===== config.mk =====
export PLATFORM = sky130hd
export DESIGN_NAME = base64_stream_encoder
export DESIGN_NICKNAME = d
export VERILOG_FILES = /design/src/rtl/b64_pkg.sv /design/src/rtl/b64_front.sv /design/src/rtl/b64_queue.sv /design/src/rtl/b64_back.sv /design/src/rtl/base64_stream_encoder.sv
export SDC_FILE = /design/constraint.sdc
export NUM_CORES = 1
export LEC_CHECK = 0
export ABC_AREA = 1
export ABC_CLOCK_PERIOD_IN_PS = 5650
export BUFFER_PORTS_ARGS = -buffer_cell sky130_fd_sc_hd__buf_2
export CAP_MARGIN = 15
export CORE_ASPECT_RATIO = 1.75
export CORE_MARGIN = 2
export CORE_UTILIZATION = 35
export DETAILED_ROUTE_END_ITERATION = 16
export REMOVE_ABC_BUFFERS = 1
export SLEW_MARGIN = 20
export SYNTH_ARGS = -nofsm -noshare
export SYNTH_HDL_FRONTEND = slang
export SYNTH_HIERARCHICAL = 1
export SYNTH_SLANG_ARGS = --single-unit

===== constraint.sdc =====
create_clock -name clock -period 5.65 [get_ports clock]
set_clock_uncertainty 0.15 [all_clocks]
set_input_delay 0.8475 -clock clock [delete_from_list [all_inputs] [get_ports clock]]
set_output_delay 0.8475 -clock clock [all_outputs]
set_load 0.02 [all_outputs]

===== src/rtl/b64_pkg.sv =====
// Shared types, constants and the sextet-to-ASCII lookup for the Base64 encoder.
package b64_pkg;

   // Configuration register indexes
   localparam logic [1:0] CSR_URL_ALPHABET = 2'd0;
   localparam logic [1:0] CSR_LINE_BREAKS  = 2'd1;

   localparam logic [7:0] CHAR_NEWLINE = 8'h0A;
   localparam logic [7:0] CHAR_PAD     = 8'h3D;

   // Job queue between front and back
   localparam int Q_DEPTH = 4;
   localparam int Q_AW    = 2;

   typedef struct packed {
      logic url_alphabet;
      logic insert_line_breaks;
   } cfg_type;

   // One group's worth of output: four characters, chars[0] goes out first,
   // then an optional newline.
   typedef struct packed {
      logic [3:0][7:0] chars;
      logic            newline;
      logic            last;
   } job_type;

   typedef struct packed {
      logic full;
      logic empty;
   } q_status_type;

   function automatic logic [7:0] sextet_char(input logic [5:0] v, input logic url);
      logic [7:0] c;
      case (v) inside
         [6'd0:6'd25]:  c = 8'(v) + 8'd65;
         [6'd26:6'd51]: c = 8'(v) + 8'd71;
         [6'd52:6'd61]: c = 8'(v) - 8'd4;
         6'd62:         c = url ? 8'h2D : 8'h2B;
         default:       c = url ? 8'h5F : 8'h2F;
      endcase
      return c;
   endfunction

endpackage


===== src/rtl/b64_front.sv =====
// Front end: gathers input bytes into groups and turns each group into a job.
module b64_front #(
   parameter int LINE_BYTES = 48
) (
   input  logic              clock,
   input  logic              reset,
   input  b64_pkg::cfg_type  cfg,
   input  logic              accept,
   input  logic [7:0]        in_byte,
   input  logic              last_byte,
   output logic              push,
   output b64_pkg::job_type  job
);
   import b64_pkg::*;

   logic [15:0] group_bits_ff, group_bits_in;
   logic [1:0]  group_count_ff, group_count_in;
   logic [5:0]  line_cnt_ff, line_cnt_in;

   logic [23:0] g;
   logic [6:0]  cnt_next;
   logic        line_done;

   assign cnt_next  = {1'b0, line_cnt_ff} + 7'd3;
   assign line_done = cnt_next >= 7'(LINE_BYTES);

   always_comb begin
      group_bits_in  = group_bits_ff;
      group_count_in = group_count_ff;
      line_cnt_in    = line_cnt_ff;
      push           = 1'b0;
      job.chars      = '0;
      job.newline    = 1'b0;
      job.last       = last_byte;
      g              = {group_bits_ff, in_byte};
      if (group_count_ff == 2'd2) begin
         job.chars[0]   = sextet_char(g[23:18], cfg.url_alphabet);
         job.chars[1]   = sextet_char(g[17:12], cfg.url_alphabet);
         job.chars[2]   = sextet_char(g[11:6], cfg.url_alphabet);
         job.chars[3]   = sextet_char(g[5:0], cfg.url_alphabet);
         job.newline    = line_done && cfg.insert_line_breaks;
         push           = accept;
         group_bits_in  = '0;
         group_count_in = 2'd0;
         line_cnt_in    = line_done ? 6'd0 : cnt_next[5:0];
      end else begin
         group_bits_in  = {group_bits_ff[7:0], in_byte};
         group_count_in = group_count_ff + 2'd1;
         if (group_count_ff == 2'd0) begin
            g            = {in_byte, 16'h0000};
            job.chars[0] = sextet_char(g[23:18], cfg.url_alphabet);
            job.chars[1] = sextet_char(g[17:12], cfg.url_alphabet);
            job.chars[2] = CHAR_PAD;
            job.chars[3] = CHAR_PAD;
         end else begin
            g            = {group_bits_ff[7:0], in_byte, 8'h00};
            job.chars[0] = sextet_char(g[23:18], cfg.url_alphabet);
            job.chars[1] = sextet_char(g[17:12], cfg.url_alphabet);
            job.chars[2] = sextet_char(g[11:6], cfg.url_alphabet);
            job.chars[3] = CHAR_PAD;
         end
         push = accept && last_byte;
      end
      // end of message: back to a clean state
      if (last_byte) begin
         group_bits_in  = '0;
         group_count_in = 2'd0;
         line_cnt_in    = 6'd0;
      end
   end

   always_ff @(posedge clock) begin
      if (reset) begin
         group_bits_ff  <= '0;
         group_count_ff <= 2'd0;
         line_cnt_ff    <= 6'd0;
      end else if (accept) begin
         group_bits_ff  <= group_bits_in;
         group_count_ff <= group_count_in;
         line_cnt_ff    <= line_cnt_in;
      end
   end

endmodule


===== src/rtl/b64_queue.sv =====
// Small job FIFO decoupling the front end from the character serializer.
module b64_queue (
   input  logic                  clock,
   input  logic                  reset,
   input  logic                  push,
   input  b64_pkg::job_type      push_job,
   input  logic                  pop,
   output b64_pkg::job_type      pop_job,
   output b64_pkg::q_status_type status
);
   import b64_pkg::*;

   job_type         mem [Q_DEPTH];
   logic [Q_AW-1:0] wr_ptr_ff, wr_ptr_in;
   logic [Q_AW-1:0] rd_ptr_ff, rd_ptr_in;
   logic [Q_AW:0]   count_ff, count_in;
   logic            do_push, do_pop;

   assign status.full  = count_ff == (Q_AW+1)'(Q_DEPTH);
   assign status.empty = count_ff == '0;
   assign do_push      = push && !status.full;
   assign do_pop       = pop && !status.empty;
   assign pop_job      = mem[rd_ptr_ff];

   always_comb begin
      wr_ptr_in = do_push ? wr_ptr_ff + 1'b1 : wr_ptr_ff;
      rd_ptr_in = do_pop ? rd_ptr_ff + 1'b1 : rd_ptr_ff;
      count_in  = count_ff;
      if (do_push && !do_pop) begin
         count_in = count_ff + 1'b1;
      end else if (do_pop && !do_push) begin
         count_in = count_ff - 1'b1;
      end
   end

   always_ff @(posedge clock) begin
      if (do_push) begin
         mem[wr_ptr_ff] <= push_job;
      end
   end

   always_ff @(posedge clock) begin
      if (reset) begin
         wr_ptr_ff <= '0;
         rd_ptr_ff <= '0;
         count_ff  <= '0;
      end else begin
         wr_ptr_ff <= wr_ptr_in;
         rd_ptr_ff <= rd_ptr_in;
         count_ff  <= count_in;
      end
   end

endmodule


===== src/rtl/b64_back.sv =====
// Back end: serializes each job into characters, one beat per cycle while rsp_stall is low.
module b64_back (
   input  logic                  clock,
   input  logic                  reset,
   input  b64_pkg::job_type      q_job,
   input  b64_pkg::q_status_type q_status,
   output logic                  q_pop,
   output logic                  rsp_valid,
   input  logic                  rsp_stall,
   output logic [7:0]            rsp_out_char,
   output logic                  rsp_last_char
);
   import b64_pkg::*;

   job_type    job_ff;
   logic [2:0] idx_ff, idx_in;
   logic       busy_ff, busy_in;
   logic       take, is_final;
   logic [2:0] final_idx;

   assign final_idx = job_ff.newline ? 3'd4 : 3'd3;
   assign is_final  = idx_ff == final_idx;
   assign rsp_valid = busy_ff;

   assign rsp_out_char  = (idx_ff == 3'd4) ? CHAR_NEWLINE : job_ff.chars[idx_ff[1:0]];
   assign rsp_last_char = job_ff.last && is_final;

   // free slot: idle, or the final beat of the current job leaves now
   assign take  = !busy_ff || (!rsp_stall && is_final);
   assign q_pop = take && !q_status.empty;

   always_comb begin
      busy_in = busy_ff;
      idx_in  = idx_ff;
      if (take) begin
         busy_in = !q_status.empty;
         idx_in  = 3'd0;
      end else if (!rsp_stall) begin
         idx_in = idx_ff + 3'd1;
      end
   end

   always_ff @(posedge clock) begin
      if (q_pop) begin
         job_ff <= q_job;
      end
   end

   always_ff @(posedge clock) begin
      if (reset) begin
         busy_ff <= 1'b0;
         idx_ff  <= 3'd0;
      end else begin
         busy_ff <= busy_in;
         idx_ff  <= idx_in;
      end
   end

endmodule


===== src/rtl/base64_stream_encoder.sv =====
// Top level of the streaming Base64 encoder: config registers and front/queue/back.
//
// Input channel (req_*): one raw byte per beat, req_last_byte on the final
// byte of a message. Output channel (rsp_*): one ASCII character per beat,
// rsp_last_char on the final character of the encoded message.
// Every third byte releases four characters (plus a newline at line end when
// line breaks are on); a last byte closing a partial group releases the
// two or three characters padded with '=' to four.
// Config port (csr_*): index 0 selects the URL-safe alphabet, index 1
// enables a newline after every LINE_BYTES input bytes. Other indexes are
// dropped. csr_ready is always high; write only while the block is idle.
// The job for a group is written into the queue as the byte that completes
// it is accepted; the back end then registers it and presents its first character.
// Throughput: the back end emits one character per cycle while rsp_stall is
// low; the front takes one byte per cycle until the four-entry job queue fills.
// Reset (synchronous) clears the group state, queue and config registers.
// When the receiver stalls, characters hold and the front keeps taking
// bytes until the queue is full, then raises req_stall.
module base64_stream_encoder #(
   parameter int LINE_BYTES = 48
) (
   input  logic       clock,
   input  logic       reset,
   input  logic       req_valid,
   output logic       req_stall,
   input  logic [7:0] req_in_byte,
   input  logic       req_last_byte,
   output logic       rsp_valid,
   input  logic       rsp_stall,
   output logic [7:0] rsp_out_char,
   output logic       rsp_last_char,
   input  logic       csr_valid,
   output logic       csr_ready,
   input  logic [1:0] csr_index,
   input  logic       csr_wdata
);
   import b64_pkg::*;

   cfg_type      cfg_ff;
   logic         req_accept;
   logic         push;
   job_type      push_job, q_job;
   logic         q_pop;
   q_status_type q_status;

   assign csr_ready = 1'b1;

   always_ff @(posedge clock) begin
      if (reset) begin
         cfg_ff <= '0;
      end else if (csr_valid) begin
         case (csr_index)
            CSR_URL_ALPHABET: cfg_ff.url_alphabet       <= csr_wdata;
            CSR_LINE_BREAKS:  cfg_ff.insert_line_breaks <= csr_wdata;
            default: ;
         endcase
      end
   end

   // stall only on a full queue; this never depends on req_valid
   assign req_stall  = q_status.full;
   assign req_accept = req_valid && !req_stall;

   b64_front #(
      .LINE_BYTES (LINE_BYTES)
   ) u_front (
      .clock     (clock),
      .reset     (reset),
      .cfg       (cfg_ff),
      .accept    (req_accept),
      .in_byte   (req_in_byte),
      .last_byte (req_last_byte),
      .push      (push),
      .job       (push_job)
   );

   b64_queue u_queue (
      .clock    (clock),
      .reset    (reset),
      .push     (push),
      .push_job (push_job),
      .pop      (q_pop),
      .pop_job  (q_job),
      .status   (q_status)
   );

   b64_back u_back (
      .clock         (clock),
      .reset         (reset),
      .q_job         (q_job),
      .q_status      (q_status),
      .q_pop         (q_pop),
      .rsp_valid     (rsp_valid),
      .rsp_stall     (rsp_stall),
      .rsp_out_char  (rsp_out_char),
      .rsp_last_char (rsp_last_char)
   );

endmodule


==> results of run 1 <==
## how the worst max path moves through the flow
stage | endpoint | slack (ps) | depth (start not counted)
after floorplan | u_queue/count_ff[1] | 1380 | 9
after global placement | u_queue/mem[3][29] | 1840 | 7
after detailed placement | u_queue/mem[0][18] | 1850 | 7
after CTS | u_queue/mem[1][10] | 1840 | 5
after global routing | u_queue/count_ff[2] | 1590 | 14
final | u_queue/mem[1][31] | 1840 | 5
## worst reg2reg max path, stage by stage, from the launching register on
cell     delay (ps)
dfxtp_1         570
nor2_4          620
inv_2           450
a21oi_2         370
nand2_1         310
nor2_4          930
## sequential cells by signal, indices dropped and copies added (netlist names), named ones only
name,cells
u_front/group_bits_ff,16
u_front/group_count_ff,2
u_back/rsp_valid,1
u_queue/mem,136
u_back/idx_ff,3
u_queue/count_ff,3
cfg_ff,2
u_back/job_ff,34
u_front/line_cnt_ff,6
u_queue/rd_ptr_ff,2
u_queue/wr_ptr_ff,2
## layout make-up
| class | instances | area, um^2 |
|---|---|---|
| clock buffer | 20 | 479 |
| clock inverter | 11 | 133 |
| fill | 3766 | 22800 |
| inverter | 165 | 636 |
| multi-input combinational | 1119 | 6180 |
| sequential | 209 | 5890 |
| tap | 475 | 594 |
| timing repair buffer | 34 | 220 |
## cells in the mapped netlist (all sizes together) (2+ instances only)
master	number	area (um^2)
a21boi	2	15.0
o21bai	3	22.5
o21a	2	15.0
a21oi	81	439
nand4	17	106
dfxtp	39	781
o21ai	170	911
nor2	186	781
o211ai	6	45.0
clkinv	6	23.8
xor2	35	307
nor3	7	66.3
clkbuf	5	21.3
buf	59	440
nand3	146	761
inv	159	612
nand2	346	1410
a31oi	5	31.3
edfxtp	170	5100
ha	57	713
o31ai	2	15.0
xnor2	8	70.1
o22ai	36	350
## stage by stage
step                      total power [mW]  hold WS [ps]  utilization, %  area (um^2)  instances
final                                 4.57           328            38.3        14100       2033
after global routing                  4.81           360            38.3        14100       2033
after CTS                             4.61           332            38.3        14100       2033
after detailed placement              3.34           323            36.7        13500       2002
after global placement                3.31           322            36.5        13500       2000
after floorplan                       2.90           299               -        12700       1493
## layer usage
| metal | vias up | track usage [%] |
|---|---|---|
| met2 | 312 | 36.9 |
| met5 | - | 0 |
| li1 | 5212 | - |
| met3 | 128 | 1.58 |
| met4 | 0 | 11.0 |
| met1 | 5089 | 19.5 |
## report_power, final
part	internal (mW)	total, mW	switching, mW
sequential	1.96	2.09	0.128
clock	0.750	1.27	0.524
combinational	0.350	1.21	0.858
total	3.06	4.57	1.51
## cells by family (layout without fill, tap and decap cells)
group                      Yosys count  after routing
AOI/OAI and AO/OA                  311            311
muxes                                1              1
other                                1              1
DFF                                209            209
adders and majority gates           58             58
and+or+nand+nor                    705            705
xor gates and xnor gates            43             43
buffers and inverters              229            230
==> results.txt, run 1 <==
The run finished with clean final reports. The number of max-slew violations in the final report came to 0. In this design, the largest share of critical-path delay is due to simple AND/OR/NAND/NOR gates. The final RePlAce weighted congestion is 0.972. The routed layout has 10,741 vias.

TritonCTS built the clock tree. The count of clock tree sinks came out at 209. The smallest clock period supported by the final layout is computed as 3810 ps. For this run, the total global-route usage over all layers was measured as 19.1%. The per-cell routed wire length came out at 18.3 um. The maximum vdd drop came out at 170 uV.

The synthesized netlist devotes 5.59% of its cell area to adder and majority cells. Tracing the worst setup path back leads to its startpoint at u_front/group_count_ff[0]. In this design, the stage delay of the slowest critical-path cell is 920 ps. For the pin with the worst max-slew slack, the measured transition is 1120 ps. The wire length of the first global-routing pass is 57.8 mm. The number of buffers inserted during clock tree synthesis is 18. Cells with a size suffix above 1 make up 14.1% of the layout. Summed over all nets, wire length on met3 after detailed routing comes to 1.32 mm. The worst register-to-register path ends at u_queue/mem[1][31]. The largest net degree at the start of global routing is 69. The average via count per standard cell is 5.28. Setup repair after global routing left no endpoint under its margin.

The number of antenna violations at the first check in global routing was 0. The library cell used most frequently in the layout, excluding fill and tap cells, is nand2_1. The post-route clock period utilization is 67.4%. The top-level port count is 29. Sequential cells were found to cover 44.8% of the synthesized design area. The count of buffering cells on the critical path with inverters included is 1. Of the total synthesized cell area, the portion taken by XOR and XNOR cells is 2.87%. Once detail routing completed, the nets flagged for antenna violations numbered 0.

The library cells used most frequently in the layout, excluding fill and tap cells, are 315 x nand2_1, 170 x edfxtp_1, 151 x nor2_1. The post-route DRC violation count came out at 0. CTS built an H-tree with a depth of 1. The power density over the cells came out at 323 mW/mm^2. STA classifies the critical path startpoint as a register. The total routed wire length on the met1 layer is 13.2 mm. The worst hold path terminates at u_front/line_cnt_ff[4]. The tree is rooted in a clkbuf_16.

The cell that appears most often on the critical path is nor2_4. In the final design database the tool counted 1,622 nets. The number of cells on the worst hold path came out at 2. The netlist area before placement came out at 0.0131 mm^2. The number of global-route vias before repair is 10,722.

The maximum achievable frequency came out at 263 MHz. Yosys mapped the design onto 56 distinct sky130hd cell types. The detailed-routed wire length on met2 came out at 20.4 mm.

The setup fix buffers added after clock tree synthesis came out at 0. The top routing layer in use is met4. The buffer levels on the longest clock path came out at 3.

The clock transition time at the flip-flop clock pins of the worst setup and hold paths came out at 70 ps. The number of enable flip-flop cells after synthesis came out at 170. In this run, synthesis produced a sequential element count of 209. The number of rows in the core area came out at 93.

Along the worst path, the maximum fanout reaches 34. The number of antenna diodes in the final layout is 0. Summing the areas of all and, or, nand and nor instances in the mapped netlist gives 23.9% of the synthesized area. The setup TNS is 0 ps. The total overflow left after global routing is 0. The core region is 0.0369 mm^2. The post-placement worst setup slack is 1850 ps. The quantity of gates resized following cts came out at 0. In this run the most critical hold path is launched from u_front/line_cnt_ff[4]. For this run, the leading register cell type out of synthesis is edfxtp_1. The detailed router finished its first iteration with 689 violations. The number of buffers inserted by hold repair at cts came out at 0.

The multiplexer fraction of the synthesized cell area came out at 0.0763%. The analysis attributes to cell leakage a power of 5.50 nW. The HPWL reported at the end of detailed placement is 28.2 mm.

The die is 150 um wide. The final worst setup slack came out at 1840 ps. The average cell area after synthesis is 8.43 um^2. The total number of yosys warnings is 6.

In this run the vertical extent of the chip is 260 um. The area enclosed by the die boundary is 0.0391 mm^2. The critical path class is register to register.

In this run the critical register-to-register path is launched from u_front/group_count_ff[0]. The nature of the critical path endpoint is a register. The slowest stage cell on the critical path is nor2_4. The share of synthesized registers carrying an async set or reset is 0%. The final hold violation count came out at 0. By area, the combinational part of the netlist is dominated by simple AND/OR/NAND/NOR gates. The number of detailed-routing iterations run before antenna repair came out at 5. The post-synthesis compound-gate area fraction came out at 14.3%. The worst pin sits at a relative slew slack of 25.4%. The worst-skew pair later-pin latency is 480 ps. The critical path goes through nor2_4 -> inv_2 -> a21oi_2 -> nand2_1 -> nor2_4.

The cell count after synthesis came out at 1,557. The worst path arrival time is 3750 ps. The initial core utilization is 35.6%. The final wirelength came out at 37.3 mm. The minimum setup slack among reg-to-reg paths came out at 1840 ps. The number of cells on the worst reg-to-reg path is 5. The total of max-cap violations came out at 0. The required time at the endpoint of the critical path is 5600 ps. Setup violations remaining at the end of the flow were counted as 0.

The signed area change from the synthesized netlist to the final layout is 7.68%. The min-delay analysis places its worst path in the category register to register. The count of input and output buffers came out at 27.
(Power assumes the default switching activity.)
==> inputs of run 2 (changes only) <==
--- a/config.mk
+++ b/config.mk
@@ -6,7 +6,7 @@
 export NUM_CORES = 1
 export LEC_CHECK = 0
 export ABC_AREA = 1
-export ABC_CLOCK_PERIOD_IN_PS = 5650
+export ABC_CLOCK_PERIOD_IN_PS = 3900
 export BUFFER_PORTS_ARGS = -buffer_cell sky130_fd_sc_hd__buf_2
 export CAP_MARGIN = 15
 export CORE_ASPECT_RATIO = 1.75
==> constraint.sdc (replaced) <==
create_clock -name clock -period 3.9 [get_ports clock]
set_clock_uncertainty 0.15 [all_clocks]
set_input_delay 0.585 -clock clock [delete_from_list [all_inputs] [get_ports clock]]
set_output_delay 0.585 -clock clock [all_outputs]
set_load 0.02 [all_outputs]
==> results.txt, run 2 (same netlist as run 1, synthesis figures left out) <==
The number of diodes is 0 (unchanged). The floorplan die height is 260 um (unchanged). The critical path startpoint is u_queue/count_ff[0] (was u_front/group_count_ff[0]). The count of endpoints failing setup in the final report came to 0 (unchanged). The signed area change from the synthesized netlist to the final layout came out at 7.65% (was 7.68%). The HPWL reported at the end of detailed placement is 28.6 mm (was 28.2 mm). The nature of the critical path endpoint is a register (unchanged). The start of the worst register-to-register path is u_queue/count_ff[0] (was u_front/group_count_ff[0]). The number of cells on the worst hold path came out at 3 (was 2). The remaining global-route overflow came to 0 (unchanged). The transition time at the pin with the least slew margin came out at 702 ps (was 1120 ps). The per-cell routed wire length is 18.6 um (was 18.3 um). The classification of the worst-slack hold path is primary input to register (was register to register).

The top-level port count is 29 (unchanged). The number of global-route vias before repair is 10,736 (was 10,722). The total of max-cap violations is 0 (unchanged). The count of clock tree sinks is 209 (unchanged). Commonest cells after routing, fill and taps aside: 315 x nand2_1, 170 x edfxtp_1, 151 x nor2_1 (unchanged).

The standard cell area after detailed placement is 0.0136 mm^2 (was 0.0135 mm^2). The maximum achievable frequency was 314 MHz (was 263 MHz). The CTS tree is built (unchanged). The proportion of layout cells with a drive suffix above 1 is 14.6% (was 14.1%). The global-route total usage across every layer came out at 19.4% (was 19.1%). The setup fix buffers added after clock tree synthesis was 0 (unchanged). The worst slew margin relative to its limit is 53.1% (was 25.4%). The worst-skew pair later-pin latency came out at 480 ps (about the same). The number of antenna violations at the first check in global routing came out at 0 (unchanged).

Largest registers: u_queue/mem x136, u_back/job_ff x34, u_front/group_bits_ff x16 (unchanged). The quantity of gates resized following cts is 0 (unchanged). RSZ-0062 raised after global routing: false (unchanged). The minimum setup slack among reg-to-reg paths is 720 ps (was 1840 ps). The count of input and output buffers came out at 27 (unchanged).

The initial core utilization is 35.6% (unchanged). The post-route clock period utilization came out at 81.6% (was 67.4%). The largest net degree at the start of global routing is 69 (unchanged). The logic depth of the worst register-to-register path is 17 (was 5). The clock transition time at the flip-flop clock pins of the worst setup and hold paths is 80 ps (was 70 ps). The final wirelength came to 38.0 mm (was 37.3 mm). The total number of vias came to 10,703 (was 10,741). The wire length of the first global-routing pass came to 58.5 mm (was 57.8 mm). The critical path startpoint category is a register (unchanged). The required time at the endpoint of the critical path is 4120 ps (was 5600 ps). The most flop-heavy register is u_queue/mem (unchanged).

The number of routed nets with antenna violations came to 0 (unchanged). The final RePlAce weighted congestion was 0.964 (was 0.972). The capture instance of the worst register-to-register path is u_queue/count_ff[2] (was u_queue/mem[1][31]). The total design power was 6.47 mW (was 4.57 mW). The number of buffers inserted during clock tree synthesis is 18 (unchanged). The average via count per standard cell came out at 5.23 (was 5.28).

The post-route DRC violation count is 0 (unchanged). The maximum net fanout on the critical path came out at 20 (was 34). The number of flip-flops under the largest register name came out at 136 (unchanged). The worst path arrival time came out at 3410 ps (was 3750 ps). The number of max-slew violations in the final report came out at 0 (unchanged). The maximum vdd drop is 251 uV (was 170 uV).

The number of nets in the layout was 1,635 (was 1,622). The number of H-tree levels is 1 (unchanged). The number of detailed-routing iterations run before antenna repair came out at 5 (unchanged). The power density over the cells came out at 458 mW/mm^2 (was 323 mW/mm^2). The critical path class is register to register (unchanged). The area enclosed by the die boundary came to 0.0391 mm^2 (unchanged). The placeable core region came to 0.0369 mm^2 (unchanged).

The start point of the worst hold path was csr_wdata (was u_front/line_cnt_ff[4]). The number of rows in the core area came to 93 (unchanged). The final hold violation count is 0 (unchanged).

The most common cell after layout, fill and taps aside is nand2_1 (unchanged). Outcome: finished, final reports clean (unchanged). The leakage power is 5.51 nW (was 5.50 nW). The final standard cell utilization of the core is 38.3% (about the same).

The end of the worst hold path is cfg_ff[0] (was u_front/line_cnt_ff[4]). The library cell used as clock root buffer is clkbuf_16 (unchanged). The buffer levels on the longest clock path came to 3 (unchanged). The number of buffers inserted by hold repair at cts came out at 0 (unchanged).

The number of DRC violations after detailed-routing iteration 0 came out at 688 (was 689). The width of the die is 150 um (unchanged). The finished layout cell area is 0.0141 mm^2 (about the same). The post-route minimum period came out at 3180 ps (was 3810 ps).
[run 2: cell count changes in the layout (fill, tap and decap cells not counted), moves of 2 or more]
cell        before  now
clkinvlp_4       0    2
buf_4            5   20
bufinv_16        3    0
clkbuf_1         1    8
clkinv_4         2    0
clkinv_1         9    6
[run 2: report_power, final]
part	switching, mW	internal [mW]	total, mW	leakage [nW]
Clock	0.757	0.922	1.68	0.257
Combinational	1.30	0.517	1.82	3.45
Sequential	0.136	2.84	2.97	1.81
[run 2: cell type report]
class	instances	area, um^2
timing repair buffer	47	285
sequential	209	5890
clock buffer	28	519
multi-input combinational	1119	6180
tap	475	594
fill	3739	22800
inverter	165	636
clock inverter	4	23.8
[run 2: layer usage]
layer  up-vias  wire length [um]  global-route usage [%]
met2       233             20700                    37.4
met4         0              2520                    12.1
li1       5237                 -                       -
met3       102               911                    1.44
met1      5131             13900                    19.8
met5         -                 0                       0
[run 2: worst max-delay path, cell delays in order (launching register included)]
cell	delay, ps
dfxtp_1	400
nor2_1	80
nand2_1	130
inv_1	70
nor2_1	140
inv_1	300
a21oi_2	340
nand2_1	290
inv_1	190
ha_1	180
inv_1	70
fa_1	370
inv_1	70
nand2_1	40
nand3_1	90
nand2_1	70
nand2_1	60
nor2_1	40
[run 2: metrics by stage]
stage	setup slack [ps]	TNS, ps	hold WS [ps]	std cells
final	718	0	188	2047
after global routing	343	0	219	2047
after CTS	682	0	172	2047
after detailed placement	601	0	335	2015
after global placement	575	0	321	2015
after floorplan	-356	-566	299	1493
[run 2: how the worst max path moves through the flow]
stage / depth (start not counted) / end / slack, ps
after detailed placement: 11 / u_queue/mem[3][10] / 600
after global routing: 17 / u_queue/count_ff[2] / 340
after CTS: 17 / u_queue/count_ff[2] / 680
final: 17 / u_queue/count_ff[2] / 720
after global placement: 11 / u_queue/mem[2][10] / 570
after floorplan: 12 / u_queue/count_ff[1] / -360
==> inputs of run 3 (changes only) <==
--- a/config.mk
+++ b/config.mk
@@ -6,7 +6,7 @@
 export NUM_CORES = 1
 export LEC_CHECK = 0
 export ABC_AREA = 1
-export ABC_CLOCK_PERIOD_IN_PS = 3900
+export ABC_CLOCK_PERIOD_IN_PS = 2800
 export BUFFER_PORTS_ARGS = -buffer_cell sky130_fd_sc_hd__buf_2
 export CAP_MARGIN = 15
 export CORE_ASPECT_RATIO = 1.75
==> constraint.sdc (replaced) <==
create_clock -name clock -period 2.8 [get_ports clock]
set_clock_uncertainty 0.15 [all_clocks]
set_input_delay 0.42 -clock clock [delete_from_list [all_inputs] [get_ports clock]]
set_output_delay 0.42 -clock clock [all_outputs]
set_load 0.02 [all_outputs]
==> results.txt, run 3 (same netlist as run 1, synthesis figures left out) <==
The footprint of the multi-input gates came out at 0.00619 mm^2 (was 0.00618 mm^2). The count of clock tree sinks is 209 (unchanged). The transition time at the pin with the least slew margin came out at 660 ps (was 702 ps).

The width of the die is 150 um (unchanged). The detailed-routed wire length on met2 is 20.5 mm (was 20.7 mm). The count of input and output buffers was 27 (unchanged). The start point of the worst hold path was csr_valid (was csr_wdata). The proportion of layout cells with a drive suffix above 1 is 17.7% (was 14.6%).

RSZ-0062 raised after global routing: false (unchanged). The worst-skew pair later-pin latency came out at 510 ps (was 480 ps). The power density over the cells was 654 mW/mm^2 (was 458 mW/mm^2). The post-route DRC violation count came to 0 (unchanged).

The most flop-heavy register is u_queue/mem (unchanged). The count of buffering cells on the critical path with inverters included was 4 (was 5). The total design power is 9.61 mW (was 6.47 mW). The post-route minimum period is 2610 ps. The total of max-cap violations is 0 (unchanged). The final hold violation count is 0 (unchanged).

The number of global-route vias before repair is 10,840 (was 10,736). After layout, the worst path uses 93.3% of the clock period. The total routed wire length on the met1 layer is 14.2 mm (was 13.9 mm). The critical path startpoint category is a register (unchanged). The sum of met3 wire segment lengths after detailed routing came out at 1.30 mm (was 911 um). The required time at the endpoint of the critical path came to 2230 ps (was 4120 ps). The total of fill cells in the finished design is 3,671 (was 3,739).

The buffer levels on the longest clock path is 3 (unchanged). The critical path startpoint is u_back/idx_ff[0] (was u_queue/count_ff[0]). The per-cell routed wire length came out at 18.6 um (about the same). The end of the worst hold path was cfg_ff[1] (was cfg_ff[0]). The count of endpoints failing setup in the final report is 0 (unchanged).

The CTS tree is built (unchanged). The number of DRC violations after detailed-routing iteration 0 is 818 (was 688). The initial core utilization came out at 35.6% (unchanged). The internal power contribution is 6.34 mW (was 4.27 mW). The leakage power is 5.85 nW (was 5.51 nW).

The number of flip-flops under the largest register name is 136 (unchanged). The signed area change from the synthesized netlist to the final layout came out at 12.0% (was 7.65%). The HPWL reported at the end of detailed placement is 29.2 mm (was 28.6 mm). The switching power total came to 3.27 mW (was 2.19 mW). The clock transition time at the flip-flop clock pins of the worst setup and hold paths is 70 ps (was 80 ps). The global-route total usage across every layer is 20.0% (was 19.4%).

Ordered list of cells on the worst path: buf_6 -> inv_1 -> buf_4 -> o21ai_1 -> a21oi_1 -> buf_2 (was nor2_1 -> nand2_1 -> inv_1 -> nor2_1 -> inv_1 -> a21oi_2 -> nand2_1 -> inv_1 -> ha_1 -> inv_1 -> fa_1 -> inv_1 -> nand2_1 -> nand3_1 -> nand2_1 -> nand2_1 -> nor2_1). Outcome: finished, final reports clean (unchanged). The final standard cell utilization of the core is 39.8% (was 38.3%).

The number of antenna violations at the first check in global routing came out at 0 (unchanged). The final wirelength is 39.0 mm (was 38.0 mm). Commonest cells after routing, fill and taps aside: 315 x nand2_1, 170 x edfxtp_1, 151 x nor2_1 (unchanged). The setup fix buffers added after clock tree synthesis came out at 0 (unchanged). The sequential share of power is 43.4% (was 46.0%). The longest individual stage delay on the worst path came to 410 ps (was 400 ps). The worst path arrival time came out at 2040 ps (was 3410 ps). The number of diodes came out at 0 (unchanged). The minimum setup slack among reg-to-reg paths is 270 ps (was 720 ps). The average via count per standard cell came out at 5.23 (about the same).

The clock network fraction of design power is 28.9% (was 26.0%). The start of the worst register-to-register path is u_front/group_bits_ff[1] (was u_queue/count_ff[0]). The total number of vias came out at 10,969 (was 10,703). The maximum net fanout on the critical path is 18 (was 20). The number of max-slew violations in the final report was 0 (unchanged). The slowest stage cell on the critical path is dfxtp_1 (unchanged).

The final RePlAce weighted congestion is 0.970 (was 0.964). The maximum achievable frequency came out at 383 MHz. The logic depth of the worst register-to-register path is 12 (was 17). The largest net degree at the start of global routing was 69 (unchanged). The power share of the combinational group is 27.7% (was 28.1%). The wire length of the first global-routing pass came out at 60.1 mm (was 58.5 mm). The worst slew margin relative to its limit is 56.0% (was 53.1%). The number of cells on the worst hold path was 3 (unchanged).

The number of routed nets with antenna violations came to 0 (unchanged). The remaining global-route overflow came out at 0 (unchanged). The floorplan die height is 260 um (unchanged). The top routing layer in use is met4 (unchanged).

The setup TNS was 0 ps (unchanged). The switching fraction of total power came out at 34.0% (was 33.9%). The placeable core region was 0.0369 mm^2 (unchanged).

The number of detailed-routing iterations run before antenna repair was 6 (was 5). The maximum vdd drop came out at 423 uV (was 251 uV). The top-level port count came out at 29 (unchanged). The number of buffers inserted during clock tree synthesis was 20 (was 18). The capture instance of the worst register-to-register path was u_queue/mem[0][10] (was u_queue/count_ff[2]). The number of H-tree levels is 1 (unchanged). The number of nets in the layout is 1,685 (was 1,635).

The top cell family by delay on the critical path is buffers and inverters (was simple AND/OR/NAND/NOR gates). The number of rows in the core area came out at 93 (unchanged). The nature of the critical path endpoint is an output pin (was register). The most common cell after layout, fill and taps aside is nand2_1 (unchanged). The area enclosed by the die boundary came out at 0.0391 mm^2 (unchanged). The library cell used as clock root buffer is clkbuf_16 (unchanged). Largest registers: u_queue/mem x136, u_back/job_ff x34, u_front/group_bits_ff x16 (unchanged).

The critical path class is register to output pin (was register to register). The classification of the worst-slack hold path is primary input to register (unchanged). The flip-flop and latch area is 0.00589 mm^2 (unchanged).
-- run 3: cell count changes in the layout (fill, tap and decap cells not counted), sizes merged --
cell / previous run / this run
bufinv: 0 / 1
buf: 47 / 94
inv: 159 / 161
dlygate4sd3: 0 / 1
clkinvlp: 2 / 0
clkinv: 8 / 13
clkbuf: 28 / 25
-- run 3: area by class of cell --
type / instances / area share [%]
Sequential cell: 209 / 40.0
Timing Repair Buffer: 95 / 4.95
Multi-Input combinational cell: 1119 / 42.1
Tap cell: 475 / 4.04
Clock inverter: 10 / 0.596
Inverter: 165 / 4.32
Clock buffer: 25 / 3.96
-- run 3: per-stage QoR --
step / area (um^2) / worst slack (ps) / hold slack, ps / cells
after floorplan: 12700 / -1460 / 299 / 1493
after global placement: 14000 / 124 / 322 / 2062
after detailed placement: 14000 / 93.7 / 327 / 2062
after CTS: 14700 / 122 / 39.1 / 2098
after global routing: 14700 / 15.3 / 75.2 / 2098
final: 14700 / 187 / 56.0 / 2098
-- run 3: timing repair --
action | in CTS | in global routing
resized for setup | 0 | 2
hold endpoints to repair | 1 | 0
endpoints found under the setup margin | 0 | 6
hold buffers | 1 | 0
-- run 3: tightest hold or removal path, cell delays in order --
cell and delay [ps]:
buf_2 100, a21oi_1 60, nor2_1 90
-- run 3: worst max path at each step --
| stage | slack [ps] | cells after the start | end |
|---|---|---|---|
| floorplan | -1460 | 12 | u_queue/count_ff[1] |
| global placement | 120 | 12 | u_queue/mem[0][8] |
| detailed placement | 90 | 12 | u_queue/mem[1][8] |
| CTS | 120 | 6 | rsp_out_char[2] |
| global route | 20 | 12 | u_queue/mem[1][10] |
| finish | 190 | 6 | rsp_out_char[2] |
-- run 3: layer usage --
metal | up-vias | global-route usage (%)
li1 | 5343 | -
met1 | 5143 | 21.0
met2 | 349 | 37.2
met3 | 134 | 1.49
met4 | 0 | 13.8
met5 | - | 0
-- run 3: power groups by stage --
stage               registers [mW]  clock network [mW]  logic (mW)
finish                        4.17                2.78        2.66
global route                  4.21                2.93        2.93
CTS                           4.18                2.83        2.68
detailed placement            4.25                   0        2.67
global placement              4.24                   0        2.63
floorplan                     4.26                   0        1.59
